[src/design/fbw_pkg.sv]
// Package for the one-bit frame store window writer.
// Holds shared widths, register indexes, reset values and the transaction structs.
// No dependencies.
package fbw_pkg;

   // Field widths fixed by the block's interface.
   localparam int COORD_W = 9;
   localparam int COLOR_W = 16;
   localparam int CSR_INDEX_W = 8;
   localparam int CSR_DATA_W = 16;
   localparam int BYTE_W = 8;
   localparam int BIT_SEL_W = 3;

   // Default frame geometry.
   localparam int FRAME_WIDTH_DEFAULT = 400;
   localparam int FRAME_HEIGHT_DEFAULT = 300;

   // Register reset values.
   localparam logic [COORD_W-1:0] START_X_RESET = 9'd0;
   localparam logic [COORD_W-1:0] START_Y_RESET = 9'd0;
   localparam logic [COORD_W-1:0] END_X_RESET = 9'd399;
   localparam logic [COLOR_W-1:0] THRESHOLD_RESET = 16'd32767;

   // Configuration register indexes.
   typedef enum logic [CSR_INDEX_W-1:0] {
      CSR_WINDOW_START_X = 8'd0,
      CSR_WINDOW_START_Y = 8'd1,
      CSR_WINDOW_END_X = 8'd2,
      CSR_COLOR_THRESHOLD = 8'd3
   } csr_index_type;

   // Access modes of a request.
   typedef enum logic {
      MODE_WRITE = 1'b0,
      MODE_READ = 1'b1
   } mode_type;

   // One pixel access as handed from the cursor unit to the update stage.
   typedef struct packed {
      mode_type mode;
      logic black;
      logic clip;
      logic [BIT_SEL_W-1:0] bit_sel;
   } access_type;

   // One result transaction.
   typedef struct packed {
      logic pixel_bit;
      logic clipped;
   } rsp_type;

endpackage

[src/design/fbw_if.sv]


// Configuration register writes.
interface fbw_csr_if;
   logic valid;
   logic ready;
   logic [fbw_pkg::CSR_INDEX_W-1:0] index;
   logic [fbw_pkg::CSR_DATA_W-1:0] data;

   modport source (output valid, output index, output data, input ready);
   modport sink (input valid, input index, input data, output ready);
endinterface

[src/design/fbw_cursor.sv]
// Configuration registers, window cursor and byte address generation.
// Depends on fbw_pkg and the register write interface in fbw_if.
module fbw_cursor #(
   parameter int FRAME_WIDTH = fbw_pkg::FRAME_WIDTH_DEFAULT,
   parameter int FRAME_HEIGHT = fbw_pkg::FRAME_HEIGHT_DEFAULT,
   parameter int ADDR_W = 15
) (
   input  logic clock,
   input  logic reset,
   fbw_csr_if.sink csr_ch,
   input  logic accept,
   input  logic req_mode,
   input  logic [fbw_pkg::COLOR_W-1:0] req_color,
   input  logic req_restart,
   output fbw_pkg::access_type access,
   output logic [ADDR_W-1:0] addr
);

   localparam int ROW_BYTES = (FRAME_WIDTH + 7) / 8;
   localparam logic [ADDR_W-1:0] ROW_BYTES_A = ADDR_W'(ROW_BYTES);
   localparam logic [fbw_pkg::COORD_W:0] WIDTH_LIMIT = (fbw_pkg::COORD_W + 1)'(FRAME_WIDTH);
   localparam logic [fbw_pkg::COORD_W:0] HEIGHT_LIMIT =
      (fbw_pkg::COORD_W + 1)'(FRAME_HEIGHT);

   logic [fbw_pkg::COORD_W-1:0] start_x_ff, start_y_ff, end_x_ff;
   logic [fbw_pkg::COLOR_W-1:0] threshold_ff;
   logic [fbw_pkg::COORD_W-1:0] col_ff, col_in, row_ff, row_in;
   logic [fbw_pkg::COORD_W-1:0] eff_col, eff_row;

   assign csr_ch.ready = 1'b1;

   // Register writes; an unknown index is dropped.
   always_ff @(posedge clock) begin
      if (reset) begin
         start_x_ff <= fbw_pkg::START_X_RESET;
         start_y_ff <= fbw_pkg::START_Y_RESET;
         end_x_ff <= fbw_pkg::END_X_RESET;
         threshold_ff <= fbw_pkg::THRESHOLD_RESET;
      end else if (csr_ch.valid) begin
         case (fbw_pkg::csr_index_type'(csr_ch.index))
            fbw_pkg::CSR_WINDOW_START_X: start_x_ff <= csr_ch.data[fbw_pkg::COORD_W-1:0];
            fbw_pkg::CSR_WINDOW_START_Y: start_y_ff <= csr_ch.data[fbw_pkg::COORD_W-1:0];
            fbw_pkg::CSR_WINDOW_END_X: end_x_ff <= csr_ch.data[fbw_pkg::COORD_W-1:0];
            fbw_pkg::CSR_COLOR_THRESHOLD: threshold_ff <= csr_ch.data;
            default: ;
         endcase
      end
   end

   // Cursor position for this access, after an optional restart.
   always_comb begin
      eff_col = req_restart ? start_x_ff : col_ff;
      eff_row = req_restart ? start_y_ff : row_ff;
   end

   // Advance along the row, wrapping to the start column on the next row.
   always_comb begin
      if (eff_col < end_x_ff) begin
         col_in = eff_col + 1'b1;
         row_in = eff_row;
      end else begin
         col_in = start_x_ff;
         row_in = eff_row + 1'b1;
      end
   end

   always_ff @(posedge clock) begin
      if (reset) begin
         col_ff <= '0;
         row_ff <= '0;
      end else if (accept) begin
         col_ff <= col_in;
         row_ff <= row_in;
      end
   end

   // Classify the access and form the byte address within the frame.
   always_comb begin
      access.mode = fbw_pkg::mode_type'(req_mode);
      access.black = (req_color <= threshold_ff);
      access.clip = ({1'b0, eff_col} >= WIDTH_LIMIT) || ({1'b0, eff_row} >= HEIGHT_LIMIT);
      access.bit_sel = eff_col[fbw_pkg::BIT_SEL_W-1:0];
      addr = ADDR_W'(ADDR_W'(eff_row) * ROW_BYTES_A
             + ADDR_W'(eff_col[fbw_pkg::COORD_W-1:fbw_pkg::BIT_SEL_W]));
   end

endmodule

[src/flat_wrapper.sv]
// flat-port wrapper written by rule: the top's interface ports become plain ports
module fbw_cursor_flat 
#(
   parameter int FRAME_WIDTH = fbw_pkg::FRAME_WIDTH_DEFAULT,
   parameter int FRAME_HEIGHT = fbw_pkg::FRAME_HEIGHT_DEFAULT,
   parameter int ADDR_W = 15
)
  (clock, reset, accept, req_mode, req_color, req_restart, access, addr, csr_ch_valid, csr_ch_index, csr_ch_data, csr_ch_ready);
  fbw_csr_if csr_ch_i ();
  input  logic clock;
  input  logic reset;
  input  logic accept;
  input  logic req_mode;
  input  logic [fbw_pkg::COLOR_W-1:0] req_color;
  input  logic req_restart;
  output fbw_pkg::access_type access;
  output logic [ADDR_W-1:0] addr;
  input wire logic [$bits(csr_ch_i.valid)-1:0] csr_ch_valid;
  input wire logic [$bits(csr_ch_i.index)-1:0] csr_ch_index;
  input wire logic [$bits(csr_ch_i.data)-1:0] csr_ch_data;
  output wire logic [$bits(csr_ch_i.ready)-1:0] csr_ch_ready;
  assign csr_ch_i.valid = csr_ch_valid;
  assign csr_ch_i.index = csr_ch_index;
  assign csr_ch_i.data = csr_ch_data;
  assign csr_ch_ready = csr_ch_i.ready;
  fbw_cursor #(.FRAME_WIDTH(FRAME_WIDTH), .FRAME_HEIGHT(FRAME_HEIGHT), .ADDR_W(ADDR_W)) u_core (.clock(clock), .reset(reset), .csr_ch(csr_ch_i), .accept(accept), .req_mode(req_mode), .req_color(req_color), .req_restart(req_restart), .access(access), .addr(addr));
endmodule
[config.mk]
export PLATFORM = sky130hd
export DESIGN_NAME = fbw_cursor_flat
export DESIGN_NICKNAME = d
export VERILOG_FILES = /design/src/design/fbw_pkg.sv /design/src/design/fbw_if.sv /design/src/design/fbw_cursor.sv /design/src/flat_wrapper.sv
export SDC_FILE = /design/constraint.sdc
export NUM_CORES = 1
export LEC_CHECK = 0
export BUFFER_PORTS_ARGS = -buffer_cell sky130_fd_sc_hd__buf_2
export CORE_AREA = 3 3 121 134
export DETAILED_ROUTE_END_ITERATION = 6
export DIE_AREA = 0 0 124 137
export PLACE_DENSITY = 0.52
export SLEW_MARGIN = 5
export SYNTH_ARGS = -nofsm -noshare
export SYNTH_HDL_FRONTEND = slang
export SYNTH_SLANG_ARGS = --single-unit
[constraint.sdc]
create_clock -name clock -period 6.2 [get_ports clock]
set_input_delay 1.24 -clock clock [delete_from_list [all_inputs] [get_ports clock]]
set_output_delay 1.24 -clock clock [all_outputs]
set_load 0.02 [all_outputs]
==> out/results.txt, run 1 <==
The run finished with clean final reports. Signal routing reaches up to met4. The die outline height is 137 um. The tools report the arrival time of the worst setup path as 4.81 ns.

The type of the most critical hold path was register to register. The longest individual stage delay on the worst path was 0.51 ns; the time the final worst path needs with I/O delays and setup was 6.05 ns. The count of final setup violators was 0; the number of antenna violations at the first check in global routing was 0. The number of filler cells placed in the layout was 1547. The slowest cell on the critical path is sky130_fd_sc_hd__fa_1. The first-pass GRT wire length was 18200 um. The wire length on met2 is 4790 um, and the total wirelength of the detailed-routed design is 11200 um.

Number of synthesized flops with an enable pin: 0. The number of global-route vias before repair came out at 3829. Of the post-synthesis cell area, the part taken by muxes is 10.1%. After clock tree synthesis, the clock-pin slew on the worst setup and hold paths is 0.05 ns. In the routed design, unresolved DRC markers number 0. The vias per cell came out at 4.73. Of the post-synthesis cell area, the dominant cell type holds 25.7%. Counting both buffers and inverters, the worst setup path holds a total of 2. Static timing analysis puts the maximum clock frequency at 0.165 GHz. The critical path goes through clkbuf_4 > mux2_4 > ha_1 > ha_4 > fa_1 > ha_2 > nor2b_2 > o2111ai_2 > nand3b_1 > a32o_2 > nor3b_4 > and3b_1 > xnor3_2 > buf_2. For the worst setup path, the data required time is 4.96 ns. Cells fill 38.0% of the core in the end.

Each instance of the synthesized netlist takes up on average 8.80 um2. The clock drives 61 sinks. The mapped cell area is 4750 um2, and the transition time at the pin with the least slew margin is 0.972 ns. The synthesized-area fraction occupied by ao, oa, aoi and oai cells works out to 13.9%. The sequential area share after synthesis is 25.7%. In this run the critical register-to-register path is launched from u_core.start_x_ff[5]. Port buffering added 64 buffers. The run gives 0 as the final count of hold timing violations. In the final layout, the share of cells above drive strength 1 is 21.5%. During synthesis, Yosys emitted a total of 0 warnings.

After floorplanning, the core was divided into 47 placement rows. The adder-cell area share of the yosys netlist is 20.3%, and the max-slew violation count is 0. The cell count after synthesis was 540; the synthesized netlist net count was 660.

Counting flops and latches in the post-synthesis netlist gives 61. The detailed router finished its first iteration with 167 violations. The power per standard cell area was 165 nW/um2.

Tracing the worst setup path back leads to its startpoint at req_restart. In this run the number of H-tree levels came out at 3. In the global route stage, overall resource usage came out at 13.4%.

The worst clock skew on the final layout was 0.00427 ns. The launching element type of the critical path is a primary input. Top cell family by delay on the critical path: adder cells.

Portion of the clock cycle consumed by the worst path in the final layout: 97.6%. TritonCTS built the clock tree. The kind of critical path is primary input to output port. The share of flip-flops with an asynchronous set or reset was 0%. The die is 124 um wide. The antenna diode count came out at 0. For this configuration, the core starts out at a cell density of 31.5%.

Dominant cell type by area after synthesis: sky130_fd_sc_hd__dfxtp_1. In this run, CTS created clock tree buffers numbering 9. In the final routed layout, each cell accounts on average for 13.7 um. The number of nets in the layout is 734, and the reported leakage power is 3.06 nW.

Registers take 1220 um2. The endpoint class of the critical path was an output port. The leading cell type in the layout, fill and taps excluded was sky130_fd_sc_hd__ha_1. The tools report the met1 wire length as 5610 um. The number of nets with antenna violations after detailed routing is 0, and the area of the die is 17000 um2.

The run gives 0 ns as the setup total negative slack. The clock reaches the later pin of the worst-skew pair after 0.32 ns. In the final layout, the multi-input gates occupy 3300 um2. Summing the areas of all xor and xnor instances in the mapped netlist gives 5.98% of the synthesized area. The I/O pin count is 68, and the simple-gate share of the synthesized area is 16.9%. No sink is reached through more buffers than the 2 on the longest clock path. Measured against its own limit, the worst slew margin works out to 35.2%. Detailed placement ended at an HPWL of 8570 um. For the number of max-capacitance violations reported, the log shows 0. The floorplan step defined a core boundary enclosing 15100 um2. By area, the combinational part of the netlist is dominated by adder cells. Leaving out fill and tap cells, the most frequent cells in the layout are 65 x sky130_fd_sc_hd__ha_1, 63 x sky130_fd_sc_hd__buf_2, 61 x sky130_fd_sc_hd__nor2_1, 61 x sky130_fd_sc_hd__dfxtp_1, 55 x sky130_fd_sc_hd__inv_1. Across the VDD grid, the largest voltage drop is 0.130 mV.

Of all nets on the critical path, the largest fanout is 7. Entering global routing, the biggest net connects 60 pins. Routability-driven placement finished with a final weighted congestion of 0.794. The tools report the total vias in the final route as 3855.

The run gives 0 as the global-route congestion overflow total. The run gives 4 as the number of detailed-routing iterations run before antenna repair. In the post-synthesis netlist, the biggest area contributors are sky130_fd_sc_hd__dfxtp_1 26%, sky130_fd_sc_hd__ha_1 18%, sky130_fd_sc_hd__mux2i_1 8.0%.

The main flop type after synthesis is sky130_fd_sc_hd__dfxtp_1. Across all hold checks on the routed design, the worst slack comes to 0.446 ns. The number of hold buffers added after CTS was 0.

The tools report the cell at the root of the clock tree as sky130_fd_sc_hd__clkbuf_16. After detailed routing, the met3 layer carries 521 um of wire. After synthesis, the netlist uses 61 different library cells. The worst hold path begins at u_core.row_ff[5]. The area growth from synthesis to layout is 20.3%.
==> layout make-up <==
cell class | count | area share, %
Clock inverter | 1 | 0.0876
Tap cell | 196 | 4.29
Multi-Input combinational cell | 403 | 57.7
Sequential cell | 61 | 21.4
Clock buffer | 15 | 4.69
Inverter | 55 | 3.61
Timing Repair Buffer | 84 | 8.28
==> report_power, final <==
group | switching, mW | leakage, nW | total, mW | internal, mW
Clock | 0.164 | 0.134 | 0.456 | 0.292
Sequential | 0.00294 | 0.494 | 0.400 | 0.397
Combinational | 0.0499 | 2.44 | 0.0848 | 0.0348
==> metrics by stage <==
stage / cell area, um2 / instances / worst slack [ns] / total power [mW]
3_5_place_dp: 5330 / 798 / -0.00256 / 0.493
2_1_floorplan: 4760 / 540 / 0.0350 / 0.457
5_1_grt: 5710 / 815 / -0.0354 / 0.982
6_report: 5710 / 815 / 0.151 / 0.941
4_1_cts: 5620 / 814 / 0.00137 / 0.955
3_3_place_gp: 5330 / 798 / 0.120 / 0.491
==> registers in the layout, indices dropped and copies added, names as in the netlist <==
signal,flops
u_core.row_ff,9
u_core.end_x_ff,9
u_core.start_y_ff,9
u_core.start_x_ff,9
u_core.col_ff,9
u_core.threshold_ff,16
==> cells in the mapped netlist, types with 5 or more instances <==
library cell / count
sky130_fd_sc_hd__nor2_1: 62
sky130_fd_sc_hd__mux2_2: 7
sky130_fd_sc_hd__fa_1: 5
sky130_fd_sc_hd__xor2_1: 8
sky130_fd_sc_hd__o21ai_0: 13
sky130_fd_sc_hd__nand2_1: 44
sky130_fd_sc_hd__xnor2_1: 20
sky130_fd_sc_hd__ha_1: 69
sky130_fd_sc_hd__nand4_1: 5
sky130_fd_sc_hd__mux2i_1: 38
sky130_fd_sc_hd__a211oi_1: 9
sky130_fd_sc_hd__buf_4: 5
sky130_fd_sc_hd__clkbuf_1: 9
sky130_fd_sc_hd__a21oi_1: 16
sky130_fd_sc_hd__inv_1: 55
sky130_fd_sc_hd__nand3b_1: 11
sky130_fd_sc_hd__a21o_1: 9
sky130_fd_sc_hd__dfxtp_1: 61
sky130_fd_sc_hd__nand3_1: 10
sky130_fd_sc_hd__a211o_1: 15
==> what timing repair did <==
item | CTS | global route
buffers inserted | 0 | 1
gates resized for setup | 2 | 16
endpoints found under the setup margin | 1 | 4
pin swaps | 0 | 3
==> per-layer routing <==
metal	vias to the layer above	track usage, %
met5	-	0
met4	0	5.11
met3	16	2.03
met2	88	21.4
met1	1748	18.2
li1	2003	-
==> kinds of logic (layout without fill, tap and decap cells) <==
logic type	Yosys count	after routing
buf+inv	76	155
mux	46	46
other cells	1	1
fa+ha+maj	74	74
compound gates	89	89
flops	61	61
simple gates	163	163
xor+xnor	30	30
==> worst reg2reg max path: stages (launching register included) <==
cell and delay, ns:
sky130_fd_sc_hd__dfxtp_1 0.34, sky130_fd_sc_hd__mux2i_1 0.41, sky130_fd_sc_hd__inv_1 0.22, sky130_fd_sc_hd__ha_1 0.24
sky130_fd_sc_hd__a21o_1 0.15, sky130_fd_sc_hd__a21oi_1 0.19, sky130_fd_sc_hd__nand2_1 0.11, sky130_fd_sc_hd__o221ai_4 0.66
sky130_fd_sc_hd__and2b_1 0.28, sky130_fd_sc_hd__a211o_1 0.25
==> final timing paths <==
| check | end | slack [ns] | cells after the start |
|---|---|---|---|
| setup / recovery | addr[14] | 0.15 | 14 |
| hold / removal | u_core.row_ff[5] | 0.45 | 2 |
| setup reg to reg | u_core.row_ff[2] | 3.23 | 9 |
| hold reg to reg | u_core.row_ff[5] | 0.45 | 2 |
Note: power is estimated with default switching activity, not from simulation.
==> inputs of run 2 (changes only) <==
--- a/config.mk
+++ b/config.mk
@@ -10,6 +10,7 @@
 export DETAILED_ROUTE_END_ITERATION = 6
 export DIE_AREA = 0 0 124 137
 export PLACE_DENSITY = 0.52
+export SETUP_SLACK_MARGIN = 0.5
 export SLEW_MARGIN = 5
 export SYNTH_ARGS = -nofsm -noshare
 export SYNTH_HDL_FRONTEND = slang
==> out/results.txt, run 2 (synthesized netlist as in run 1, its figures left out) <==
The run gives 0.00742 ns (+0.00315 ns) as the worst clock skew on the final layout. The number of max-capacitance violations reported was 0 (unchanged). The worst setup path is captured at an output port.

For the peak ir drop on the vdd network, the log shows 0.119 mV (-8.1%). The cell at the root of the clock tree is sky130_fd_sc_hd__clkbuf_16. The number of flip-flops in the largest register came out at 16 (unchanged). The run gives 0.371 ns (+0.220 ns) as the minimum setup slack in the final design. The first-pass GRT wire length was 19000 um (+4.4%); the met1 capacity usage during global routing was 19.1% (+0.85 points). The number of buffers created by CTS was 9 (unchanged). The count of hold buffers inserted by post-cts repair is 0 (unchanged). Setup repair after global routing could not meet its margin everywhere.

The number of nets in the layout was 746 (+1.6%). For the largest net degree at the start of global routing, the log shows 60 (unchanged). The type of the most critical hold path was register to register. The run finished with clean final reports. The number of antenna violations at the first check in global routing is 0 (unchanged).

Clock input transition at the sequential cells of the worst setup and hold paths: 0.05 ns (about the same). For the reported leakage power, the log shows 3.12 nW (+2.0%). For the met2 demand-to-capacity share in global routing, the log shows 22.6% (+1.2 points). Weighted congestion reported at the end of routability-driven placement: 0.801 (+0.98%). The run gives 4 (unchanged) as the number of detailed-routing iterations run before antenna repair. In this design, the largest share of critical-path delay is due to adder cells.

The share of the core filled with cells came out at 40.7% (+2.7 points). TritonCTS built the clock tree. For the arrival time of the worst setup path, the log shows 4.59 ns (-0.22 ns). Counting flops per register, the top entry is u_core.threshold_ff.

The deepest clock path buffer count was 2 (unchanged); the portion of the clock cycle consumed by the worst path in the final layout was 94.0% (-3.5 points). The time the final worst path needs with I/O delays and setup works out to 5.83 ns (-0.220 ns). The tools report the number of nets with antenna violations after detailed routing as 0 (unchanged). The final HPWL from detailed placement is 8870 um (+3.4%), and the count of final setup violators is 0 (unchanged). The die outline width is 124 um (unchanged), and the total wirelength of the detailed-routed design is 11800 um (+5.3%). STA classifies the critical path startpoint as a primary input.

The layer flagged by global routing as most heavily used is met2. For the global-route congestion overflow total, the log shows 0 (unchanged). The antenna diode count came out at 0 (unchanged). The run gives 14.1% (+0.66 points) as the global-route usage over all layers. The logs give 3983 (+3.3%) for the total vias in the final route and 0.32 ns (about the same) for the insertion delay to the later sink of the worst-skew pair. The tools report the remaining max-slew budget at the tightest pin as 32.4% (-2.8 points). Slowest cell on the critical path: sky130_fd_sc_hd__fa_1. The number of rows created at floorplan was 47 (unchanged). The maximum net fanout on the critical path works out to 6 (-1). The logs give 17000 um2 (unchanged) for the area of the die and 2.44% (+0.41 points) for the global routing usage on met3. The critical path starts at req_restart.

The core area is 15100 um2 (unchanged). The worst hold path begins at u_core.row_ff[5]. The achievable frequency is 0.172 GHz (+3.8%). The longest individual stage delay on the worst path is 0.51 ns (about the same).

The starting DRC count in detailed routing came out at 196 (+17%). The signal on the critical path passes through buf_12 > mux2_4 > ha_4 > inv_2 > ha_4 > inv_2 > fa_1 > inv_2 > ha_4 > or2_4 > o22ai_4 > xnor2_2 > o2111ai_2 > nor3b_4 > and3b_1 > xnor3_2 > buf_6. The layout cell share with drive strength beyond 1 is 28.4% (+6.9 points). The origin of the critical flop-to-flop path was u_core.start_x_ff[5]. For the required time of the critical path, the log shows 4.96 ns (about the same).

For the final hold slack, the log shows 0.447 ns (+0.00160 ns). The logs give 3.18 ns (-0.05 ns) for the worst reg-to-reg setup slack and 68 (unchanged) for the I/O pin count. The max-slew violation count is 0 (unchanged), and the area added between synthesis and finish is 28.9%. The number of filler cells placed in the layout is 1515 (-2.1%).

By startpoint and endpoint, the worst setup path is classified as primary input to output port. Pre-CTS setup slack: 0.0743 ns (+0.0768 ns). In the layout the commonest cells are 61 x sky130_fd_sc_hd__nor2_1, 61 x sky130_fd_sc_hd__buf_2, 61 x sky130_fd_sc_hd__dfxtp_1, 52 x sky130_fd_sc_hd__ha_1, 47 x sky130_fd_sc_hd__inv_1. The final count of hold timing violations is 0 (unchanged), and the initial core utilization is 31.5% (unchanged). The number of global-route vias before repair is 3830 (+0.026%), and the transition time at the pin with the least slew margin is 1.01 ns (+0.0415 ns).

The die outline height was 137 um (unchanged); the power per standard cell area was 154 nW/um2 (-6.2%). The number of buffers and inverters on the critical path is 5 (+3), and the number of buffers added on ports is 64 (unchanged). The vias per cell works out to 4.82 (+1.8%). The run gives 61 (unchanged) as the CTS sink count. The deepest level of the CTS H-tree is 3 (unchanged), and the setup total negative slack is 0 ns (unchanged). The area of combinational cells with multiple inputs is 3570 um2 (+8.2%). The area occupied by registers is 1220 um2 (unchanged), and the mean routed wirelength per cell is 14.2 um (+3.8%). The post-route DRC violation count came out at 0 (unchanged).
-- run 2: changes by cell type in the layout (fill, tap and decap cells not counted), sizes merged --
cell	previous run	this run
buf	83	96
clkinv	1	5
clkbuf	16	11
-- run 2: stage by stage --
stage | cells | cell area [um2] | power (mW)
after CTS | 818 | 5920 | 0.960
final | 827 | 6120 | 0.945
after detailed placement | 790 | 5440 | 0.493
after global routing | 827 | 6120 | 0.989
after floorplan | 540 | 4940 | 0.460
after global placement | 790 | 5440 | 0.491
-- run 2: tightest hold or removal path, cell delays in order (launching register included) --
cell	delay, ns
sky130_fd_sc_hd__dfxtp_1	0.31
sky130_fd_sc_hd__nand2_1	0.05
sky130_fd_sc_hd__o21ai_1	0.05
-- run 2: layer usage --
layer  vias up  part of all wire, %
met5         -                    0
met4         0                  1.4
met3        14                  4.5
met2        83                   46
met1      1857                   48
li1       2029                    -
-- run 2: layout make-up --
class / instances / share of cell area [%]
multi-input combinational: 403 / 58.3
clock buffer: 11 / 4.13
sequential: 61 / 20.0
clock inverter: 5 / 0.409
tap: 196 / 4.01
inverter: 55 / 3.37
timing repair buffer: 96 / 9.85
-- run 2: power breakdown --
group	switching [mW]	leakage [nW]	internal (mW)
logic	0.0512	2.49	0.0377
clock network	0.169	0.145	0.288
registers	0.00305	0.494	0.397
total	0.223	3.12	0.722
-- run 2: path summary, 6_finish.rpt --
path / end / cells past startpoint
setup reg to reg: u_core.row_ff[2] / 9
hold / removal: u_core.row_ff[5] / 2
hold reg to reg: u_core.row_ff[5] / 2
setup / recovery: addr[14] / 17
-- run 2: repair_timing --
action                                  CTS  global route
resized for setup                        20            24
setup buffers                            12             9
endpoints found under the setup margin    5             4
pin swaps                                13            17
==> inputs of run 3 (changes only) <==
--- a/config.mk
+++ b/config.mk
@@ -10,6 +10,7 @@
 export DETAILED_ROUTE_END_ITERATION = 6
 export DIE_AREA = 0 0 124 137
 export PLACE_DENSITY = 0.52
+export REMOVE_ABC_BUFFERS = 1
 export SETUP_SLACK_MARGIN = 0.5
 export SLEW_MARGIN = 5
 export SYNTH_ARGS = -nofsm -noshare
==> out/results.txt, run 3 (synthesized netlist as in run 1, its figures left out) <==
The clock input transition at the sequential cells of the worst setup and hold paths is 0.05 ns (about the same), and the largest net degree at the start of global routing is 60 (unchanged). For the required time of the critical path, the log shows 4.96 ns (about the same). The number of flip-flops in the largest register was 16 (unchanged).

For the worst clock skew on the final layout, the log shows 0.00643 ns (-0.000992 ns). In this design, the largest share of critical-path delay is due to adder cells. The portion of the clock cycle consumed by the worst path in the final layout is 91.8% (-2.2 points), and the initial core utilization is 31.5% (unchanged).

The number of rows created at floorplan is 47 (unchanged), and the CTS sink count is 61 (unchanged). The tools report the deepest clock path buffer count as 2 (unchanged). TritonCTS built the clock tree.

The peak ir drop on the vdd network came out at 0.120 mV (+0.50%). Setup repair after global routing could not meet its margin everywhere. The number of buffers and inverters on the critical path is 5 (unchanged). The power per standard cell area is 160 nW/um2 (+3.6%), and the die outline width is 124 um (unchanged). The run gives 4.45 ns (-0.14 ns) as the arrival time of the worst setup path.

Launching element type of the critical path: a primary input. The weighted congestion reported at the end of routability-driven placement is 0.786 (-1.9%). The post-route DRC violation count was 0 (unchanged); the global-route congestion overflow total was 0 (unchanged). The filler-free cell count of the finished design is 834 (+0.85%). The vias per cell came out at 4.73 (-1.8%).

The time the final worst path needs with I/O delays and setup was 5.69 ns (-0.138 ns); the layout cell share with drive strength beyond 1 was 28.1% (-0.27 points). The tools report the remaining max-slew budget at the tightest pin as 28.1% (-4.3 points). For the number of detailed-routing iterations run before antenna repair, the log shows 4 (unchanged). The run finished with clean final reports. The transition time at the pin with the least slew margin works out to 1.07 ns (+0.0604 ns).

The run gives 0 (unchanged) as the count of hold buffers inserted by post-cts repair. The die outline height was 137 um (unchanged); the longest individual stage delay on the worst path was 0.49 ns (-0.02 ns). The number of global-route vias before repair came out at 4014 (+4.8%). The max-slew violation count is 0 (unchanged), and the number of buffers created by CTS is 9 (unchanged). The area added between synthesis and finish was 29.2%.

For the achievable frequency, the log shows 0.176 GHz (+2.4%). By startpoint and endpoint, the worst setup path is classified as primary input to output port. The cell count after placement is 809 (+2.4%).

The count of final setup violators was 0 (unchanged). The logs give 0.982 mW (+3.8%) for the power consumption and 3943 (-1.0%) for the total vias in the final route. The cell at the root of the clock tree was sky130_fd_sc_hd__clkbuf_16. Mean routed wirelength per cell: 14.3 um (about the same). The number of max-capacitance violations reported came out at 0 (unchanged).

Core area: 15100 um2 (unchanged). In this run the worst hold path is classified as register to register. The placed standard-cell area was 5420 um2 (-0.35%); the maximum net fanout on the critical path was 8 (+2). The global-route usage over all layers was 14.0% (-0.084 points); the reported leakage power was 3.18 nW (+1.8%). For the number of nets in the layout, the log shows 753 (+0.94%).

The number of buffers added on ports was 64 (unchanged). The total non-filler cell area in the finished layout was 6130 um2 (+0.22%). The final count of hold timing violations came out at 0 (unchanged). The library cell used most frequently in the layout, excluding fill and tap cells, is sky130_fd_sc_hd__dfxtp_1. The insertion delay to the later sink of the worst-skew pair is 0.33 ns (about the same).

STA classifies the critical path endpoint as an output port. The tools report the area of the die as 17000 um2 (unchanged). The starting DRC count in detailed routing was 212 (+8.2%).

The slowest cell on the critical path is sky130_fd_sc_hd__fa_1. More flip-flops sit in one register than any other, and that register is u_core.threshold_ff. The minimum setup slack in the final design was 0.509 ns (+0.138 ns); the I/O pin count was 68 (unchanged). Deepest level of the CTS H-tree: 3 (unchanged). For the pre-CTS setup slack, the log shows -0.00606 ns (-0.0803 ns). The tools report the final HPWL from detailed placement as 8820 um (-0.59%).

The library cells used most frequently in the layout, excluding fill and tap cells, are 61 x sky130_fd_sc_hd__dfxtp_1, 60 x sky130_fd_sc_hd__nor2_1, 60 x sky130_fd_sc_hd__buf_2, 55 x sky130_fd_sc_hd__ha_1, 51 x sky130_fd_sc_hd__inv_1. The first-pass GRT wire length is 18800 um (-0.98%). For the number of antenna violations at the first check in global routing, the log shows 0 (unchanged). The critical path goes through buf_12 > mux2_4 > ha_4 > inv_2 > ha_4 > inv_2 > fa_1 > inv_2 > ha_4 > or2_1 > o22ai_2 > xnor2_2 > o2111ai_2 > nor3b_2 > and3b_1 > xnor3_1 > buf_6.

The tools report the total wirelength of the detailed-routed design as 11900 um (+0.93%). The logs give 1545 (+2.0%) for the number of filler cells placed in the layout and 0 (unchanged) for the number of nets with antenna violations after detailed routing.
## run 3: final cells by class
| type | count | area [um2] | area share [%] |
|---|---|---|---|
| clock buffer | 11 | 243 | 3.96 |
| timing repair buffer | 103 | 639 | 10.4 |
| multi-input combinational | 403 | 3530 | 57.5 |
| sequential | 61 | 1220 | 19.9 |
| antenna | 1 | 2.50 | 0.0408 |
| tap | 196 | 245 | 4.00 |
| inverter | 55 | 206 | 3.37 |
| clock inverter | 4 | 48.8 | 0.795 |
## run 3: path summary, 6_finish.rpt
path	from	to	slack, ns	cells after the start
worst max register to register	u_core.start_x_ff[5]	u_core.row_ff[2]	3.25	9
worst min-delay path	u_core.row_ff[8]	u_core.row_ff[8]	0.45	2
worst min register to register	u_core.row_ff[8]	u_core.row_ff[8]	0.45	2
worst max-delay path	req_restart	addr[14]	0.51	17
## run 3: where the power goes
group	internal (mW)	switching, mW	total (mW)
logic	0.0379	0.0513	0.0892
clock network	0.319	0.174	0.493
registers	0.396	0.00301	0.400
total	0.753	0.229	0.982
## run 3: what timing repair did
| action | in CTS | in global routing |
|---|---|---|
| setup buffers | 8 | 1 |
| resized for setup | 45 | 12 |
| pin swaps | 19 | 11 |
| endpoints found under the setup margin | 6 | 5 |
| hold endpoints to repair | 0 | 0 |
## run 3: worst reg2reg max path: cells and delay by family, from the launching register on
kind / cells / cell delay [ns]
muxes: 1 / 0.43
and+or+nand+nor: 2 / 0.39
DFF: 1 / 0.33
AOI/OAI and AO/OA: 4 / 1.24
buffers and inverters: 1 / 0.22
adders and majority gates: 1 / 0.23
## run 3: layer usage
layer  GRT usage [%]  share of wire, %  up-vias
li1                -                 -     2046
met1            17.6                47     1808
met4            5.17               1.9        0
met3            2.19               3.9       13
met5               0                 0        -
met2            24.0                47       76
## run 3: per-stage QoR
stage | utilization [%] | hold WS, ns | TNS (ns)
3_5_place_dp | 36.0 | 0.445 | -0.00606
4_1_cts | 40.0 | 0.452 | 0
2_1_floorplan | - | 0.423 | 0
6_report | 40.7 | 0.449 | 0
5_1_grt | 40.7 | 0.472 | 0
3_3_place_gp | 36.0 | 0.438 | 0
